==> src/arc_pkg.sv <==
`default_nettype none

package arc_pkg;

  localparam logic [3:0] OP_B2O = 4'd0;
  localparam logic [3:0] OP_B2D = 4'd1;
  localparam logic [3:0] OP_B2H = 4'd2;
  localparam logic [3:0] OP_O2B = 4'd3;
  localparam logic [3:0] OP_O2D = 4'd4;
  localparam logic [3:0] OP_O2H = 4'd5;
  localparam logic [3:0] OP_H2B = 4'd6;
  localparam logic [3:0] OP_H2O = 4'd7;
  localparam logic [3:0] OP_H2D = 4'd8;
  localparam logic [3:0] OP_MAX = OP_H2D;

  localparam logic [1:0] ST_OK        = 2'd0;
  localparam logic [1:0] ST_BAD_DIGIT = 2'd1;
  localparam logic [1:0] ST_OVERFLOW  = 2'd2;

  localparam logic [7:0] CHAR_ZERO        = 8'h30;
  localparam logic [7:0] CHAR_NINE        = 8'h39;
  localparam logic [7:0] CHAR_UP_A        = 8'h41;
  localparam logic [7:0] CHAR_UP_F        = 8'h46;
  localparam logic [7:0] CHAR_LO_A        = 8'h61;
  localparam logic [7:0] CHAR_LO_F        = 8'h66;
  localparam logic [7:0] CHAR_X           = 8'h78;
  localparam logic [7:0] HEX_UPPER_OFFSET = 8'd55;
  localparam logic [7:0] HEX_LOWER_OFFSET = 8'd87;
  localparam logic [4:0] BAD_DIGIT        = 5'd16;

  typedef enum logic [3:0] {
    S_IDLE,
    S_PROC,
    S_EXPAND,
    S_LOAD,
    S_DABBLE,
    S_SKIP,
    S_PREFIX_ZERO,
    S_PREFIX_X,
    S_DIGITS
  } state_t;

  typedef enum logic [1:0] {
    FMT_OCT,
    FMT_DEC,
    FMT_HEX
  } fmt_t;

  typedef struct packed {
    logic load;
    fmt_t fmt;
    logic dabble;
    logic dabble_bit;
    logic shift;
  } dig_cmd_t;

  typedef struct packed {
    logic       final_res;
    logic [1:0] status;
    logic [7:0] out_char;
  } res_t;

  function automatic logic [4:0] digit_of(input logic [7:0] sym);
    logic [4:0] d;
    if (sym >= CHAR_ZERO && sym <= CHAR_NINE) begin
      d = 5'(sym - CHAR_ZERO);
    end else if (sym >= CHAR_UP_A && sym <= CHAR_UP_F) begin
      d = 5'(sym - HEX_UPPER_OFFSET);
    end else if (sym >= CHAR_LO_A && sym <= CHAR_LO_F) begin
      d = 5'(sym - HEX_LOWER_OFFSET);
    end else begin
      d = BAD_DIGIT;
    end
    return d;
  endfunction

  function automatic logic [7:0] digit_char(input logic [3:0] d);
    logic [7:0] c;
    if (d < 4'd10) begin
      c = CHAR_ZERO + 8'(d);
    end else begin
      c = HEX_LOWER_OFFSET + 8'(d);
    end
    return c;
  endfunction

  function automatic logic [2:0] radix_bits(input logic [3:0] mode);
    logic [2:0] w;
    case (mode) inside
      OP_B2O, OP_B2D, OP_B2H: w = 3'd1;
      OP_O2B, OP_O2D, OP_O2H: w = 3'd3;
      default:                w = 3'd4;
    endcase
    return w;
  endfunction

  function automatic fmt_t fmt_of(input logic [3:0] mode);
    fmt_t f;
    case (mode) inside
      OP_B2O, OP_H2O: f = FMT_OCT;
      OP_B2H, OP_O2H: f = FMT_HEX;
      default:        f = FMT_DEC;
    endcase
    return f;
  endfunction

endpackage

`default_nettype wire

==> src/arc_digit_shifter.sv <==
`default_nettype none

module arc_digit_shifter #(
  parameter int VALUE_BITS = 32
) (
  input  logic                   clk,
  input  arc_pkg::dig_cmd_t      cmd,
  input  logic [VALUE_BITS-1:0]  acc,
  output logic [3:0]             top_digit
);

  localparam int DIGS  = (VALUE_BITS + 2) / 3;
  localparam int OCT_W = 3 * DIGS;
  localparam int REG_W = 4 * DIGS;

  logic [REG_W-1:0] digits;
  logic [REG_W-1:0] digits_next;
  logic [REG_W-1:0] oct_val;
  logic [REG_W-1:0] adj;
  logic [OCT_W-1:0] acc_oct;

  assign acc_oct   = OCT_W'(acc);
  assign top_digit = digits[REG_W-1 -: 4];

  always_comb begin
    for (int i = 0; i < DIGS; i++) begin
      oct_val[4*i +: 4] = {1'b0, acc_oct[3*i +: 3]};
      adj[4*i +: 4] = (digits[4*i +: 4] >= 4'd5) ? digits[4*i +: 4] + 4'd3
                                                 : digits[4*i +: 4];
    end
  end

  always_comb begin
    digits_next = digits;
    if (cmd.load) begin
      unique case (cmd.fmt)
        arc_pkg::FMT_OCT: digits_next = oct_val;
        arc_pkg::FMT_HEX: digits_next = REG_W'(acc);
        default:          digits_next = '0;
      endcase
    end else if (cmd.dabble) begin
      digits_next = {adj[REG_W-2:0], cmd.dabble_bit};
    end else if (cmd.shift) begin
      digits_next = {digits[REG_W-5:0], 4'd0};
    end
  end

  always_ff @(posedge clk) begin
    digits <= digits_next;
  end

endmodule

`default_nettype wire

==> src/arc_ctrl.sv <==
`default_nettype none

module arc_ctrl #(
  parameter int VALUE_BITS = 32
) (
  input  logic                  clk,
  input  logic                  rst,
  input  logic                  s_tvalid,
  output logic                  s_tready,
  input  logic [7:0]            s_tdata,
  input  logic [3:0]            s_tuser,
  input  logic                  s_tlast,
  output logic                  res_valid,
  input  logic                  res_ready,
  output arc_pkg::res_t         res,
  output arc_pkg::dig_cmd_t     cmd,
  output logic [VALUE_BITS-1:0] acc,
  input  logic [3:0]            top_digit
);

  localparam int DIGS  = (VALUE_BITS + 2) / 3;
  localparam int REM_W = $clog2(DIGS + 1);
  localparam int DAB_W = $clog2(VALUE_BITS + 1);

  arc_pkg::state_t state;
  arc_pkg::state_t state_next;

  logic [3:0]       mode;
  logic             ovf;
  logic             failed;
  logic             mid;
  logic [3:0]       in_op;
  logic [7:0]       in_sym;
  logic             in_last;
  logic [1:0]       bit_idx;
  logic [REM_W-1:0] rem;
  logic [DAB_W-1:0] dab_cnt;

  logic                  first;
  logic [3:0]            mode_eff;
  logic [VALUE_BITS-1:0] acc_eff;
  logic                  ovf_eff;
  logic                  failed_eff;
  logic                  err_op;
  logic [4:0]            digit;
  logic [3:0]            dval;
  logic [2:0]            shamt;
  logic [1:0]            first_idx;
  logic                  bad;
  logic                  expand;
  logic                  ovf_top;
  logic                  ovf_new;
  logic [VALUE_BITS-1:0] acc_new;
  logic                  accum_ok;
  logic                  need_out;
  logic                  commit;
  logic                  skip;
  arc_pkg::fmt_t         fmt;
  logic [REM_W-1:0]      rem_min;

  assign first      = !mid;
  assign mode_eff   = first ? in_op : mode;
  assign acc_eff    = first ? '0 : acc;
  assign ovf_eff    = first ? 1'b0 : ovf;
  assign err_op     = first && (in_op > arc_pkg::OP_MAX);
  assign failed_eff = first ? err_op : failed;
  assign digit      = arc_pkg::digit_of(in_sym);
  assign dval       = digit[3:0];
  assign shamt      = arc_pkg::radix_bits(mode_eff);
  assign first_idx  = 2'(shamt - 3'd1);
  assign bad        = !failed_eff && (digit >= (5'd1 << shamt));
  assign expand     = (mode_eff == arc_pkg::OP_O2B) || (mode_eff == arc_pkg::OP_H2B);
  assign accum_ok   = !failed_eff && !bad && !expand;

  always_comb begin
    case (shamt)
      3'd1:    ovf_top = acc_eff[VALUE_BITS-1];
      3'd3:    ovf_top = |acc_eff[VALUE_BITS-1 -: 3];
      default: ovf_top = |acc_eff[VALUE_BITS-1 -: 4];
    endcase
  end

  assign ovf_new  = ovf_eff || ovf_top;
  assign acc_new  = (acc_eff << shamt) | VALUE_BITS'(dval);
  assign need_out = err_op || bad || (!failed_eff && expand) || (accum_ok && in_last && ovf_new);

  assign fmt     = arc_pkg::fmt_of(mode);
  assign rem_min = (fmt == arc_pkg::FMT_HEX) ? REM_W'(2) : REM_W'(1);
  assign skip    = (rem > rem_min) && (top_digit == 4'd0);

  always_comb begin
    state_next = state;
    unique case (state)
      arc_pkg::S_IDLE: begin
        if (s_tvalid) state_next = arc_pkg::S_PROC;
      end
      arc_pkg::S_PROC: begin
        if (commit) begin
          if (failed_eff || bad) begin
            state_next = arc_pkg::S_IDLE;
          end else if (expand) begin
            state_next = arc_pkg::S_EXPAND;
          end else if (in_last && !ovf_new) begin
            state_next = arc_pkg::S_LOAD;
          end else begin
            state_next = arc_pkg::S_IDLE;
          end
        end
      end
      arc_pkg::S_EXPAND: begin
        if (res_ready && bit_idx == 2'd0) state_next = arc_pkg::S_IDLE;
      end
      arc_pkg::S_LOAD: begin
        state_next = (fmt == arc_pkg::FMT_DEC) ? arc_pkg::S_DABBLE : arc_pkg::S_SKIP;
      end
      arc_pkg::S_DABBLE: begin
        if (dab_cnt == DAB_W'(1)) state_next = arc_pkg::S_SKIP;
      end
      arc_pkg::S_SKIP: begin
        if (!skip) begin
          state_next = (fmt == arc_pkg::FMT_HEX) ? arc_pkg::S_PREFIX_ZERO : arc_pkg::S_DIGITS;
        end
      end
      arc_pkg::S_PREFIX_ZERO: begin
        if (res_ready) state_next = arc_pkg::S_PREFIX_X;
      end
      arc_pkg::S_PREFIX_X: begin
        if (res_ready) state_next = arc_pkg::S_DIGITS;
      end
      arc_pkg::S_DIGITS: begin
        if (res_ready && rem == REM_W'(1)) state_next = arc_pkg::S_IDLE;
      end
      default: state_next = arc_pkg::S_IDLE;
    endcase
  end

  always_comb begin
    s_tready  = 1'b0;
    res_valid = 1'b0;
    res       = '0;
    cmd       = '0;
    commit    = 1'b0;
    unique case (state)
      arc_pkg::S_IDLE: begin
        s_tready = 1'b1;
      end
      arc_pkg::S_PROC: begin
        res_valid = need_out;
        commit    = !need_out || res_ready;
        if (err_op || bad) begin
          res.status    = arc_pkg::ST_BAD_DIGIT;
          res.final_res = 1'b1;
        end else if (expand) begin
          res.out_char = arc_pkg::CHAR_ZERO | 8'(dval[first_idx]);
        end else begin
          res.status    = arc_pkg::ST_OVERFLOW;
          res.final_res = 1'b1;
        end
      end
      arc_pkg::S_EXPAND: begin
        res_valid     = 1'b1;
        res.out_char  = arc_pkg::CHAR_ZERO | 8'(dval[bit_idx]);
        res.final_res = in_last && (bit_idx == 2'd0);
      end
      arc_pkg::S_LOAD: begin
        cmd.load = 1'b1;
        cmd.fmt  = fmt;
      end
      arc_pkg::S_DABBLE: begin
        cmd.dabble     = 1'b1;
        cmd.dabble_bit = acc[VALUE_BITS-1];
      end
      arc_pkg::S_SKIP: begin
        cmd.shift = skip;
      end
      arc_pkg::S_PREFIX_ZERO: begin
        res_valid    = 1'b1;
        res.out_char = arc_pkg::CHAR_ZERO;
      end
      arc_pkg::S_PREFIX_X: begin
        res_valid    = 1'b1;
        res.out_char = arc_pkg::CHAR_X;
      end
      arc_pkg::S_DIGITS: begin
        res_valid     = 1'b1;
        res.out_char  = arc_pkg::digit_char(top_digit);
        res.final_res = (rem == REM_W'(1));
        cmd.shift     = res_ready;
      end
      default: begin
        s_tready = 1'b0;
      end
    endcase
  end

  always_ff @(posedge clk) begin
    if (s_tvalid && s_tready) begin
      in_op   <= s_tuser;
      in_sym  <= s_tdata;
      in_last <= s_tlast;
    end
  end

  always_ff @(posedge clk) begin
    if (rst) begin
      state   <= arc_pkg::S_IDLE;
      mode    <= '0;
      acc     <= '0;
      ovf     <= 1'b0;
      failed  <= 1'b0;
      mid     <= 1'b0;
      bit_idx <= '0;
      rem     <= '0;
      dab_cnt <= '0;
    end else begin
      state <= state_next;
      if (state == arc_pkg::S_PROC && commit) begin
        mode    <= mode_eff;
        mid     <= !in_last;
        failed  <= failed_eff || bad;
        acc     <= accum_ok ? acc_new : acc_eff;
        ovf     <= accum_ok ? ovf_new : ovf_eff;
        bit_idx <= first_idx - 2'd1;
      end
      if (state == arc_pkg::S_EXPAND && res_ready) begin
        bit_idx <= bit_idx - 2'd1;
      end
      if (state == arc_pkg::S_LOAD) begin
        rem     <= REM_W'(DIGS);
        dab_cnt <= DAB_W'(VALUE_BITS);
      end
      if (state == arc_pkg::S_DABBLE) begin
        acc     <= acc << 1;
        dab_cnt <= dab_cnt - DAB_W'(1);
      end
      if ((state == arc_pkg::S_SKIP && skip) || (state == arc_pkg::S_DIGITS && res_ready)) begin
        rem <= rem - REM_W'(1);
      end
    end
  end

endmodule

`default_nettype wire

==> src/ascii_radix_converter.sv <==
// Accepts one character per transaction when idle; a character that gives no result passes through PROC back to IDLE.
// Expansion modes give 3 or 4 results, one per cycle while the output side takes them.
// Last character of an accumulating mode without overflow: a load state, shift-add steps for decimal,
// a scan that drops leading zeros, then one result per cycle while the output side takes them.
// Each result leaves through an output register.
// rst is synchronous, active high: clears the sequencer, the string state and the output valid.
`default_nettype none

module ascii_radix_converter #(
  parameter int VALUE_BITS = 32
) (
  input  logic       clk,
  input  logic       rst,
  input  logic       s_tvalid,
  output logic       s_tready,
  input  logic [7:0] s_tdata,   // symbol
  input  logic [3:0] s_tuser,   // opcode
  input  logic       s_tlast,
  output logic       m_tvalid,
  input  logic       m_tready,
  output logic [7:0] m_tdata,   // out_char
  output logic [1:0] m_tuser,   // status
  output logic       m_tlast
);

  logic                  res_valid;
  logic                  res_ready;
  arc_pkg::res_t         res;
  arc_pkg::dig_cmd_t     cmd;
  logic [VALUE_BITS-1:0] acc;
  logic [3:0]            top_digit;

  arc_ctrl #(
    .VALUE_BITS(VALUE_BITS)
  ) u_ctrl (
    .clk       (clk),
    .rst       (rst),
    .s_tvalid  (s_tvalid),
    .s_tready  (s_tready),
    .s_tdata   (s_tdata),
    .s_tuser   (s_tuser),
    .s_tlast   (s_tlast),
    .res_valid (res_valid),
    .res_ready (res_ready),
    .res       (res),
    .cmd       (cmd),
    .acc       (acc),
    .top_digit (top_digit)
  );

  arc_digit_shifter #(
    .VALUE_BITS(VALUE_BITS)
  ) u_shifter (
    .clk       (clk),
    .cmd       (cmd),
    .acc       (acc),
    .top_digit (top_digit)
  );

  assign res_ready = !m_tvalid || m_tready;

  always_ff @(posedge clk) begin
    if (rst) begin
      m_tvalid <= 1'b0;
    end else if (res_ready) begin
      m_tvalid <= res_valid;
    end
  end

  // hold payload while the output stalls
  always_ff @(posedge clk) begin
    if (res_ready && res_valid) begin
      m_tdata <= res.out_char;
      m_tuser <= res.status;
      m_tlast <= res.final_res;
    end
  end

endmodule

`default_nettype wire

==> config.mk <==
export PLATFORM = sky130hd
export DESIGN_NAME = ascii_radix_converter
export DESIGN_NICKNAME = d
export VERILOG_FILES = /design/src/arc_pkg.sv /design/src/arc_digit_shifter.sv /design/src/arc_ctrl.sv /design/src/ascii_radix_converter.sv
export SDC_FILE = /design/constraint.sdc
export NUM_CORES = 1
export LEC_CHECK = 0
export CORE_ASPECT_RATIO = 0.7
export CORE_MARGIN = 1.5
export CORE_UTILIZATION = 35
export CTS_CLUSTER_DIAMETER = 150
export DETAILED_ROUTE_END_ITERATION = 10
export DONT_BUFFER_PORTS = 1
export GPL_TIMING_DRIVEN = 0
export SYNTH_ARGS = -nofsm -noshare
export SYNTH_HDL_FRONTEND = slang
export SYNTH_SLANG_ARGS = --single-unit
==> constraint.sdc <==
create_clock -name clk -period 6.4 [get_ports clk]
set_clock_uncertainty 0.2 [all_clocks]
set_input_delay 1.28 -clock clk [delete_from_list [all_inputs] [get_ports clk]]
set_output_delay 1.28 -clock clk [all_outputs]
set_load 0.02 [all_outputs]
=== After elaboration in Yosys (flattened, before gate mapping) ===
Cells that the tools add are included.

* Memories kept: 0
* Bits in registers: 124
* Latch bits: 0
* Memory bits (writable): 0
* Output and inout port bits: 13
* ROM bits: 0
* Logic and storage cells: 227
* Input port bits: 17

* Reductions and logical operators: 59
* Equality and inequality tests: 32
* Multipliers: 0
* Divide/modulo/power cells: 0
* Shift operators: 2
* Add/sub/neg operators: 21
* Order comparisons: 23
* Multiplexer cells: 69
* Bitwise operators: 2

{| class="wikitable"
|+ Operators with widths
! kind !! count
|-
| $mux W44 || 3
|-
| $mux W32 || 4
|-
| $mux W4 || 24
|-
| $pmux W42 S2 || 1
|-
| $ge A4 B3 Y1 const B || 11
|-
| $add A4 B2 Y4 const B || 10
|-
| $pmux W8 S5 || 1
|-
| $eq A4 B3 Y1 const B || 9
|-
| $pmux W4 S9 || 1
|-
| $or A32 B4 Y32 || 1
|-
| $shl A32 B3 Y32 || 1
|-
| $logic_and A1 B1 Y1 || 21
|-
| $eq A4 B2 Y1 const B || 5
|-
| $mux W3 || 6
|-
| $mux W6 || 3
|-
| $ge A8 B7 Y1 const B || 2
|-
| $le A8 B7 Y1 const B || 2
|-
| $logic_not A4 Y1 || 4
|-
| $mux W8 || 2
|-
| $mux W5 || 3
|-
| $sub A5 B5 Y5 const B || 3
|-
| $mux W2 || 7
|-
| $eq A4 B1 Y1 const B || 3
|-
| $logic_or A1 B1 Y1 || 9
|-
| 35 further kinds || 72
|}

=== Longest topological paths before layout ===
Gate-level depths: netlist of run 1.

* Word-level depth: 20
* Depth in mapped cells: 17
* Mapped depth without buffers: 15

=== Cells and area by module ===
From an unflattened synthesis of run 1, not the netlist that was laid out.

* Cell total of the unflattened synthesis: 924
* Area total of the unflattened synthesis: 8235.4 um^2

{| class="wikitable"
|+ Modules (own cells, without submodules)
! module !! area an instance (um^2) !! cells an instance !! seq. area each (um^2) !! instances
|-
| arc_ctrl || 4490.6 || 554 || 1491.4 || 1
|-
| arc_digit_shifter || 3359.5 || 354 || 1321.3 || 1
|-
| ascii_radix_converter || 385.4 || 16 || 350.3 || 1
|}

=== Worst setup path after synthesis of run 1 ===
No wires, ideal clock.

* Path type: register to register
* Start point: reg u_ctrl.mode[3]
* End point: reg m_tdata[0], enable pin
* Library setup time: 0.376 ns
* Arrival: 3.746 ns
* Stages on the path, launching flop included: 15
* Period minus slack after synthesis: 4.322 ns
* Setup slack: 2.078 ns
* Path buffers: 3
* Cells stage by stage: dfxtp_1 -> buf_2 -> and4bb_2 -> a31oi_1 -> nor2b_1 -> clkbuf_1 -> inv_1 -> clkbuf_1 -> ha_1 -> and3_1 -> a211o_1 -> o311ai_4 -> and3_1 -> o21ai_0 -> nor2_1

* Cells in the longest elaborated chain, start to end: 16
* Elaborated cells between the ends (all ways): 32
* Those cells by class: order compare: 1; eq/ne: 8; shift: 1; mux: 5; reduce/logical: 17

{| class="wikitable"
|+ Ends and longest elaborated chain
! item !! line !! RTL
|-
| start, declared || arc_ctrl.sv:28 || <nowiki>logic [3:0] mode;</nowiki>
|-
| start signal, assigned || arc_ctrl.sv:218 || <nowiki>mode <= mode_eff;</nowiki>
|-
| $mux W4 * || arc_ctrl.sv:62 || <nowiki>assign mode_eff = first ? in_op : mode;</nowiki>
|-
| $eq A4 B3 Y1 or $eq A4 B2 Y1 (tied branches) || arc_ctrl.sv:69, arc_ctrl.sv:72 ||
|-
| $reduce_or A3 Y1 || arc_pkg.sv:89 || <nowiki>case (mode) inside</nowiki>
|-
| $mux W3 (2 in series) || arc_pkg.sv:89 ||
|-
| $shl A1 B3 Y5 || arc_ctrl.sv:71 || <nowiki>assign bad = !failed_eff && (digit >= (5'd1 << shamt));</nowiki>
|-
| $ge A5 B5 Y1 || arc_ctrl.sv:71 ||
|-
| $logic_and A1 B1 Y1 || arc_ctrl.sv:71 ||
|-
| $logic_not A1 Y1 || arc_ctrl.sv:73 || <nowiki>assign accum_ok = !failed_eff && !bad && !expand;</nowiki>
|-
| $logic_and A1 B1 Y1 (2 in series) || arc_ctrl.sv:73 ||
|-
| $logic_and A1 B1 Y1 (2 in series) || arc_ctrl.sv:85 || <nowiki>assign need_out = err_op || bad || (!failed_eff && expand) || (accum_ok && in_last && ovf_new);</nowiki>
|-
| $logic_or A1 B1 Y1 * || arc_ctrl.sv:85 ||
|-
| $pmux W1 S2 * || arc_ctrl.sv:143 || <nowiki>unique case (state)</nowiki>
|-
| $logic_and A1 B1 Y1 * || ascii_radix_converter.sv:72 || <nowiki>if (res_ready && res_valid) begin</nowiki>
|-
| end signal, assigned || ascii_radix_converter.sv:73 || <nowiki>m_tdata <= res.out_char;</nowiki>
|-
| end, declared || ascii_radix_converter.sv:21 || <nowiki>output logic [7:0] m_tdata,</nowiki>
|}

Mark *: on every way between the ends. The rest lies on a longest branch, timed or not.
A chain may end at the register's enable or synchronous reset.

=== Worst setup path after layout of run 1 ===
* Start point: reg u_ctrl.mid
* End point: reg m_tdata[4], enable pin

* Cells in the longest elaborated chain, start to end: 16
* Elaborated cells between the ends (all ways): 40
* Those cells by class: order compare: 1; eq/ne: 8; shift: 1; mux: 8; reduce/logical: 22

{| class="wikitable"
|+ Ends and longest elaborated chain
! item !! line !! RTL
|-
| start, declared || arc_ctrl.sv:31 || <nowiki>logic mid;</nowiki>
|-
| start signal, assigned || arc_ctrl.sv:219 || <nowiki>mid <= !in_last;</nowiki>
|-
| $mux W4 || arc_ctrl.sv:62 ||
|-
| $eq A4 B3 Y1 or $eq A4 B2 Y1 (tied branches) || arc_ctrl.sv:69, arc_ctrl.sv:72 ||
|-
| $reduce_or A3 Y1 || arc_pkg.sv:89 ||
|-
| $mux W3 (2 in series) || arc_pkg.sv:89 ||
|-
| $shl A1 B3 Y5 || arc_ctrl.sv:71 ||
|-
| $ge A5 B5 Y1 || arc_ctrl.sv:71 ||
|-
| $logic_and A1 B1 Y1 || arc_ctrl.sv:71 ||
|-
| $logic_not A1 Y1 || arc_ctrl.sv:73 ||
|-
| $logic_and A1 B1 Y1 (2 in series) || arc_ctrl.sv:73 ||
|-
| $logic_and A1 B1 Y1 (2 in series) || arc_ctrl.sv:85 ||
|-
| $logic_or A1 B1 Y1 * || arc_ctrl.sv:85 ||
|-
| $pmux W1 S2 * || arc_ctrl.sv:143 ||
|-
| $logic_and A1 B1 Y1 * || ascii_radix_converter.sv:72 ||
|}

Marks and branches as above.

==> flow_metrics.env, run 1 <==
export IMPL_die_h_um=130
export IMPL_syn_cell_area_mm2=0.00808
export IMPL_use_met2_pct=28.1
export IMPL_r2r_end="m_tdata[4]"
export IMPL_hold_path_class="reg -> reg"
export IMPL_r2r_setup_slack_ns=0.51
export IMPL_cp_end_kind="register"
export IMPL_place_ws_ns=0.686
export IMPL_yosysMostFrequentCell="nor2_1"
export IMPL_p_leak_nw=3.26
export IMPL_grtUsageMet3_pct=6.20
export IMPL_clock_fmax_mhz=170
export IMPL_yosysTopAreaCell="edfxtp_1"
export IMPL_drive_gt1_share_pct=6.76
export IMPL_drv_slew=0
export IMPL_ys_ff_latch=123
export IMPL_ctsHoldBuffers=0
export IMPL_vias_per_cell=6.03
export IMPL_portBuffers=0
export IMPL_post_route_drc_count=0
export IMPL_grt_pass1_vias=6735
export IMPL_cts_root_buf="clkbuf_16"
export IMPL_ctsResizeCount=0
export IMPL_first_iter_violations=929
export IMPL_endpoint="m_tdata[4]"
export IMPL_clockPowerShare_pct=24.3
export IMPL_cts_setup_buffers=0
export IMPL_crit_required_ns=6.24
export IMPL_placed_cell_area_mm2=0.00850
export IMPL_gp_congestion=0.888
export IMPL_fin_hold_ws_ns=0.282
export IMPL_antenna_cells=0
export IMPL_syn_inst=928
export IMPL_grt_max_degree=29
export IMPL_dr_total_vias=7679
export IMPL_swShare_pct=43.5
export IMPL_path_clk_slew_ns=0.05
export IMPL_busiest_layer="met1"
export IMPL_dieArea_mm2=0.0240
export IMPL_powerDensity_mw_per_mm2=441
export IMPL_cts_made_buffers=17
export IMPL_cap_violations=0
export IMPL_route_detailed_wl_per_inst_um=19.9
export IMPL_initial_core_util_pct=35.6
export IMPL_die_w_um=185
export IMPL_reg2regPathDepth=13
export IMPL_num_fill_cells=2292
export IMPL_rsz0062_at_grt="false"
export IMPL_synth_top_flop_cell="edfxtp_1"
export IMPL_synth_commonest_cells="nor2_1, o21ai_0, a21oi_1, nand2_1, edfxtp_1"
export IMPL_worst_pin_slew_ns=1.04
export IMPL_worst_path_max_fanout=10
export IMPL_grt_pass1_wl_mm=39.0
export IMPL_avgSynthCellArea_um2=8.71
export IMPL_yosysUniqueCellTypes=81
export IMPL_status="completed"
export IMPL_worst_setup_path_start_kind="register"
export IMPL_finalSetupTns_ns=0
export IMPL_insertion_delay_ns=0.43
export IMPL_setup_viol=0
export IMPL_pwr_share_comb_pct=42.4
export IMPL_finalCriticalPeriod_ns=5.89
export IMPL_cts_sinks=123
export IMPL_switching_power_mw=1.74
export IMPL_yosysSeqAreaShare_pct=38.8
export IMPL_setup_ws_ns=0.508
export IMPL_maxSlewHeadroom_pct=29.8
export IMPL_ir_worst_vdd_mv=0.225
export IMPL_grt_usage_pct=21.4
export IMPL_grt_util_met1_pct=33.0
export IMPL_htreeDepth=4
export IMPL_antenna_left=0
export IMPL_path_class="reg -> reg"
export IMPL_routed_wl_mm=25.3
export IMPL_antenna_found_initial=0
export IMPL_dpl_hpwl_mm=17.9
export IMPL_r2r_start="u_ctrl.mid"
export IMPL_synth_edf_count=67
export IMPL_core_area_mm2=0.0227
export IMPL_synthArstFlopShare_pct=0
export IMPL_power_frac_seq_pct=33.3
export IMPL_synthTopCellsByArea="edfxtp_1, dfxtp_1, ha_1"
export IMPL_row_count=46
export IMPL_fin_crit_sh_pct=92.1
export IMPL_stdcell_area_mm2=0.00908
export IMPL_hold_violations=0
export IMPL_nets=1004
export IMPL_synth_warnings=0
export IMPL_grt_overflow=0
export IMPL_drt_first_pass_iters=6
export IMPL_num_io_pins=30
export IMPL_arrival_ns=5.74
export IMPL_crit_start="u_ctrl.mid"
export IMPL_tritoncts="yes"
export IMPL_clockBufferDepth=2
export IMPL_syn2layout_area_growth_pct=12.3
export IMPL_internal_power_mw=2.26
export IMPL_synth_top_area_share_pct=24.9
## critical path, stage by stage (launching register included)
cell	delay (ns)
dfxtp_1	0.47
buf_2	0.29
nor2_1	0.10
a31oi_1	0.56
nand2_1	0.45
inv_1	0.26
buf_1	0.57
ha_1	0.39
and3_1	0.18
a211o_1	0.39
o311ai_4	0.51
and3_1	0.22
o21ai_0	0.13
nor2_1	0.77
## state kept, by name, indices dropped and copies added (netlist names)
| signal | flops |
|---|---|
| u_shifter.digits | 44 |
| u_ctrl.acc | 32 |
| u_ctrl.in_sym | 8 |
| m_tdata | 7 |
| u_ctrl.dab_cnt | 6 |
| u_ctrl.in_op | 4 |
| u_ctrl.mode | 4 |
| u_ctrl.rem | 4 |
| u_ctrl.state | 4 |
| m_tuser | 2 |
| u_ctrl.bit_idx | 2 |
| m_tlast | 1 |
| m_tvalid | 1 |
| u_ctrl.failed | 1 |
| u_ctrl.in_last | 1 |
| u_ctrl.mid | 1 |
| u_ctrl.ovf | 1 |
## cells in the final DEF (no fill, tap or decap), types with 13 or more instances in the layout
cell / count
a21oi_1: 80
a221o_1: 29
a22oi_1: 26
a31oi_1: 13
and3_1: 18
clkbuf_1: 49
clkbuf_16: 17
dfxtp_1: 56
edfxtp_1: 67
ha_1: 38
inv_1: 43
nand2_1: 73
nand2b_1: 21
nand3_1: 13
nor2_1: 87
nor3_1: 29
o21ai_0: 81
o22ai_1: 19
## worst min-delay path by stage
stage	start	to	slack, ns	cells after the start
floorplan	u_ctrl.dab_cnt[5]	u_ctrl.dab_cnt[5]	0.24	1
global route	u_ctrl.dab_cnt[5]	u_ctrl.dab_cnt[5]	0.30	1
global placement	u_ctrl.dab_cnt[5]	u_ctrl.dab_cnt[5]	0.26	1
CTS	u_ctrl.dab_cnt[5]	u_ctrl.dab_cnt[5]	0.28	1
finish	u_ctrl.dab_cnt[5]	u_ctrl.dab_cnt[5]	0.28	1
detailed placement	u_ctrl.dab_cnt[5]	u_ctrl.dab_cnt[5]	0.27	1
## power by group through the flow
| stage | combinational, mW | clock (mW) | sequential [mW] |
|---|---|---|---|
| after floorplan | 1.22 | 0 | 1.26 |
| final | 1.70 | 0.972 | 1.34 |
| after global routing | 1.84 | 1.02 | 1.36 |
| after CTS | 1.65 | 0.985 | 1.33 |
| after global placement | 1.62 | 0 | 1.34 |
| after detailed placement | 1.64 | 0 | 1.34 |
## area by class of cell
cell class	instances	area, um2	area share (%)
multi-input combinational	703	4540	50.1
sequential	123	3130	34.5
clock buffer	23	458	5.05
tap	312	390	4.30
buffer	59	243	2.67
inverter	44	168	1.85
clock inverter	9	121	1.34
timing repair buffer	1	20.0	0.221
## layer usage
metal	routed length, um	up-vias
met5	0	-
met4	386	0
met3	2640	36
met2	9810	385
met1	12500	3708
li1	-	3550
## through the flow
step / utilization (%) / cells / total power, mW
3_3_place_gp: 37.4 / 1241 / 2.96
2_1_floorplan: - / 929 / 2.48
4_1_cts: 40.0 / 1274 / 3.96
3_5_place_dp: 37.5 / 1242 / 2.98
5_1_grt: 40.0 / 1274 / 4.22
6_report: 40.0 / 1274 / 4.01
## logic make-up (layout without fill, tap and decap cells)
family	count (synthesis)	after routing	share of synthesized area, %
AOI/OAI and AO/OA	338	338	28.5
xor gates and xnor gates	19	19	2.06
adders and majority gates	38	38	5.88
buffers and inverters	103	136	5.08
DFF	123	123	38.8
muxes	6	6	0.929
other	2	3	0.0929
and+or+nand+nor	299	299	18.7
(Power assumes the default switching activity.)
==> run 2, diff against run 1 <==
- CORE_ASPECT_RATIO: 0.7 -> 1.1
==> flow_metrics.env, run 2 (synthesis gave the netlist of run 1 again) <==
export IMPL_grt_max_degree=39
export IMPL_grt_pass1_vias=7112
export IMPL_internal_power_mw=2.30
export IMPL_routed_wl_mm=25.0
export IMPL_rsz0062_at_grt="false"
export IMPL_switching_power_mw=1.75
export IMPL_drive_gt1_share_pct=7.38
export IMPL_fin_hold_ws_ns=0.279
export IMPL_drv_slew=0
export IMPL_num_io_pins=30
export IMPL_worst_setup_path_start_kind="register"
export IMPL_worst_path_max_fanout=10
export IMPL_dpl_hpwl_mm=17.5
export IMPL_swShare_pct=43.1
export IMPL_dr_total_vias=7465
export IMPL_syn2layout_area_growth_pct=12.9
export IMPL_grt_usage_pct=21.3
export IMPL_top_regs="u_shifter.digits x44, u_ctrl.acc x32, u_ctrl.in_sym x8"
export IMPL_slowest_delay_ns=0.70
export IMPL_antenna_cells=0
export IMPL_cts_made_buffers=17
export IMPL_ctsResizeCount=0
export IMPL_clockBufferDepth=2
export IMPL_hold_violations=0
export IMPL_r2r_setup_slack_ns=0.55
export IMPL_insertion_delay_ns=0.44
export IMPL_die_h_um=162
export IMPL_path_clk_slew_ns=0.06
export IMPL_num_fill_cells=2346
export IMPL_row_count=58
export IMPL_cap_violations=0
export IMPL_maxSlewHeadroom_pct=36.5
export IMPL_grt_overflow=0
export IMPL_crit_start="u_ctrl.mid"
export IMPL_antenna_found_initial=0
export IMPL_core_area_mm2=0.0228
export IMPL_status="completed"
export IMPL_cpMaxStageDelayCell="nor2_1"
export IMPL_clockPowerShare_pct=26.2
export IMPL_htreeDepth=4
export IMPL_worstPathCellList="buf_2, nor2_1, a31oi_1, nand2_1, inv_1, buf_1, ha_1, and3_1, a211o_1, o311ai_4, and3_1, o21ai_0, nor2_1"
export IMPL_crit_buf_inv=3
export IMPL_drt_first_pass_iters=7
export IMPL_final_common_cell="nor2_1"
export IMPL_ir_worst_vdd_mv=0.187
export IMPL_largest_reg_flops=44
export IMPL_antenna_left=0
export IMPL_setup_viol=0
export IMPL_worst_pin_slew_ns=0.944
export IMPL_cts_root_buf="clkbuf_16"
export IMPL_final_cell_mix="nor2_1, o21ai_0, a21oi_1, nand2_1, edfxtp_1"
export IMPL_pwr_share_comb_pct=40.9
export IMPL_cp_end_kind="register"
export IMPL_dieArea_mm2=0.0240
export IMPL_route_detailed_wl_per_inst_um=19.8
export IMPL_clock_fmax_mhz=171
export IMPL_first_iter_violations=821
export IMPL_die_w_um=148
export IMPL_finalSetupTns_ns=0
export IMPL_gp_congestion=0.888
export IMPL_p_leak_nw=3.29
export IMPL_placed_cell_area_mm2=0.00848
export IMPL_nets=1004
export IMPL_post_route_drc_count=0
export IMPL_cts_setup_buffers=0
export IMPL_multi_input_area_mm2=0.00454
export IMPL_finalCriticalPeriod_ns=5.85
export IMPL_cts_sinks=123
export IMPL_r2r_start="u_ctrl.mid"
export IMPL_min_from="u_ctrl.dab_cnt[5]"
export IMPL_stdcell_area_mm2=0.00912
export IMPL_hold_path_class="reg -> reg"
export IMPL_portBuffers=0
export IMPL_grt_pass1_wl_mm=39.7
export IMPL_path_delay_family="compound AO/OA/AOI/OAI gates"
export IMPL_tritoncts="yes"
export IMPL_ctsHoldBuffers=0
export IMPL_fin_crit_sh_pct=91.5
export IMPL_regMostFlops="u_shifter.digits"
export IMPL_initial_core_util_pct=35.5
export IMPL_powerDensity_mw_per_mm2=444
export IMPL_arrival_ns=5.71
export IMPL_seqCellArea_mm2=0.00313
export IMPL_power_frac_seq_pct=32.9
export IMPL_path_class="reg -> reg"
export IMPL_crit_required_ns=6.26
export IMPL_vias_per_cell=5.92
-- run 2: final cells by class --
| cell class | instances | area share, % |
|---|---|---|
| Inverter | 44 | 1.84 |
| Tap cell | 300 | 4.12 |
| Buffer | 59 | 2.66 |
| Clock buffer | 17 | 4.66 |
| Sequential cell | 123 | 34.3 |
| Multi-Input combinational cell | 703 | 49.8 |
| Timing Repair Buffer | 1 | 0.219 |
| Clock inverter | 15 | 2.35 |
-- run 2: final timing paths --
| check | endpoint | cells after the start |
|---|---|---|
| hold / removal | u_ctrl.dab_cnt[5] | 1 |
| setup reg to reg | m_tdata[1] | 13 |
| hold reg to reg | u_ctrl.dab_cnt[5] | 1 |
| setup / recovery | m_tdata[1] | 13 |
-- run 2: power by group through the flow --
| stage | registers (mW) | logic, mW | clock network (mW) |
|---|---|---|---|
| 5_1_grt | 1.36 | 1.82 | 1.10 |
| 2_1_floorplan | 1.26 | 1.22 | 0 |
| 4_1_cts | 1.33 | 1.63 | 1.07 |
| 3_3_place_gp | 1.35 | 1.60 | 0 |
| 3_5_place_dp | 1.35 | 1.63 | 0 |
| 6_report | 1.33 | 1.66 | 1.06 |
-- run 2: stage by stage --
step	worst slack [ns]	utilization, %	cells	power (mW)
2_1_floorplan	2.08	-	929	2.48
3_3_place_gp	0.737	37.1	1229	2.94
3_5_place_dp	0.640	37.2	1230	2.97
4_1_cts	0.620	40.0	1262	4.03
5_1_grt	0.271	40.0	1262	4.28
6_report	0.547	40.0	1262	4.05
-- run 2: per-layer routing --
metal  track usage [%]  up-vias  routed length [um]
li1                  -     3543                   -
met1              27.7     3587               10800
met2              35.6      279               12100
met3              3.25       56                1390
met4              8.46        0                 670
met5                 0        -                   0
==> run 3, diff against run 2 <==
- BUFFER_PORTS_ARGS: unset -> -buffer_cell sky130_fd_sc_hd__buf_2
- DONT_BUFFER_PORTS: 1 -> unset
==> flow_metrics.env, run 3 (synthesis gave the netlist of run 1 again) <==
export IMPL_setup_viol=0
export IMPL_dpl_hpwl_mm=17.5
export IMPL_path_clk_slew_ns=0.06
export IMPL_drv_slew=0
export IMPL_antenna_cells=0
export IMPL_maxSlewHeadroom_pct=36.6
export IMPL_cts_sinks=123
export IMPL_ctsHoldBuffers=0
export IMPL_drive_gt1_share_pct=9.30
export IMPL_final_cell_mix="nor2_1, o21ai_0, a21oi_1, nand2_1, edfxtp_1"
export IMPL_cp_end_kind="register"
export IMPL_met1_length_mm=10.9
export IMPL_tritoncts="yes"
export IMPL_final_common_cell="nor2_1"
export IMPL_clock_fmax_mhz=174
export IMPL_insertion_delay_ns=0.43
export IMPL_row_count=58
export IMPL_finalSetupTns_ns=0
export IMPL_slowest_delay_ns=0.69
export IMPL_nets=1032
export IMPL_die_w_um=148
export IMPL_ctsResizeCount=0
export IMPL_htreeDepth=4
export IMPL_layout_cells_non_filler=1289
export IMPL_hold_path_class="reg -> reg"
export IMPL_status="completed"
export IMPL_cap_violations=0
export IMPL_top_layer_used="met4"
export IMPL_cts_made_buffers=17
export IMPL_fin_crit_sh_pct=89.9
export IMPL_route_detailed_wl_per_inst_um=19.3
export IMPL_dr_total_vias=7651
export IMPL_portBuffers=28
export IMPL_num_io_pins=30
export IMPL_stdcell_area_mm2=0.00919
export IMPL_hold_violations=0
export IMPL_grt_usage_pct=20.9
export IMPL_p_leak_nw=3.37
export IMPL_regMostFlops="u_shifter.digits"
export IMPL_syn2layout_area_growth_pct=13.7
export IMPL_ir_worst_vdd_mv=0.191
export IMPL_placed_cell_area_mm2=0.00862
export IMPL_worst_pin_slew_ns=0.943
export IMPL_gp_congestion=0.912
export IMPL_cts_setup_buffers=0
export IMPL_rsz0062_at_grt="false"
export IMPL_path_class="reg -> reg"
export IMPL_num_fill_cells=2316
export IMPL_clockBufferDepth=2
export IMPL_drt_first_pass_iters=5
export IMPL_cpMaxStageDelayCell="nor2_1"
export IMPL_largest_reg_flops=44
export IMPL_worstPathCellList="buf_2, nor2_1, a31oi_1, nor2b_1, clkbuf_1, inv_1, clkbuf_1, ha_1, a21oi_1, nand2_1, a211o_1, o311ai_4, and3_1, o21ai_0, nor2_1"
export IMPL_top_regs="u_shifter.digits x44, u_ctrl.acc x32, u_ctrl.in_sym x8"
export IMPL_die_h_um=162
export IMPL_cts_root_buf="clkbuf_16"
export IMPL_post_place_cells=1258
export IMPL_antenna_found_initial=0
export IMPL_routed_wl_mm=24.9
export IMPL_grt_pass1_wl_mm=39.3
export IMPL_vias_per_cell=5.94
export IMPL_first_iter_violations=870
export IMPL_crit_required_ns=6.25
export IMPL_grt_pass1_vias=7123
export IMPL_dieArea_mm2=0.0240
export IMPL_grt_overflow=0
export IMPL_initial_core_util_pct=35.5
export IMPL_grt_max_degree=39
export IMPL_core_area_mm2=0.0228
export IMPL_worst_setup_path_start_kind="register"
export IMPL_powerDensity_mw_per_mm2=434
export IMPL_wl_met2_mm=11.5
export IMPL_worst_path_max_fanout=10
export IMPL_arrival_ns=5.60
export IMPL_antenna_left=0
export IMPL_finalCriticalPeriod_ns=5.75
export IMPL_routed_wl_met3_mm=1.66
export IMPL_post_route_drc_count=0
-- run 3: changes by cell type in the layout (fill, tap and decap cells not counted), sizes merged --
cell,change
buf,+28
clkinv,+4
inv,-4
clkbuf,+2
clkinvlp,-2
bufinv,-1
-- run 3: report_power, final --
part	total [mW]	switching (mW)	internal [mW]
combinational	1.74	1.15	0.598
clock	0.961	0.360	0.600
sequential	1.28	0.204	1.07
-- run 3: worst paths after layout --
path                      from  cells past startpoint                end  slack [ns]
min reg2reg  u_ctrl.dab_cnt[5]                      1  u_ctrl.dab_cnt[5]        0.27
max reg2reg         u_ctrl.mid                     15         m_tdata[1]        0.65
min          u_ctrl.dab_cnt[5]                      1  u_ctrl.dab_cnt[5]        0.27
max                 u_ctrl.mid                     15         m_tdata[1]        0.65
-- run 3: cell type report --
type | instances | area [um2] | share of cell area (%)
Multi-Input combinational cell | 703 | 4540 | 49.5
Sequential cell | 123 | 3130 | 34.1
Clock buffer | 19 | 433 | 4.71
Tap cell | 300 | 375 | 4.09
Buffer | 59 | 243 | 2.64
Inverter | 44 | 168 | 1.83
Timing Repair Buffer | 29 | 160 | 1.74
Clock inverter | 12 | 130 | 1.42
-- run 3: metrics by stage --
step                      setup slack [ns]  util [%]  power (mW)  hold slack (ns)
final                                0.649      40.3        3.98            0.272
after global routing                 0.308      40.3        4.21            0.320
after CTS                            0.699      40.3        3.96            0.272
after detailed placement             0.743      37.8        3.00            0.267
after global placement               0.742      37.7        2.97            0.264
after floorplan                       2.08         -        2.48            0.243
-- run 3: per-layer routing --
layer | global-route usage (%) | up-vias
met5 | 0 | -
li1 | - | 3600
met4 | 9.00 | 0
met2 | 33.5 | 323
met1 | 27.8 | 3672
met3 | 3.56 | 56
-- run 3: critical path, delay by kind of cell (launching register included) --
kind            cells  cell delay, ns
fa+ha+maj           1            0.43
flops               1            0.47
compound gates      5            1.71
buf+inv             4            1.23
simple gates        5            1.31
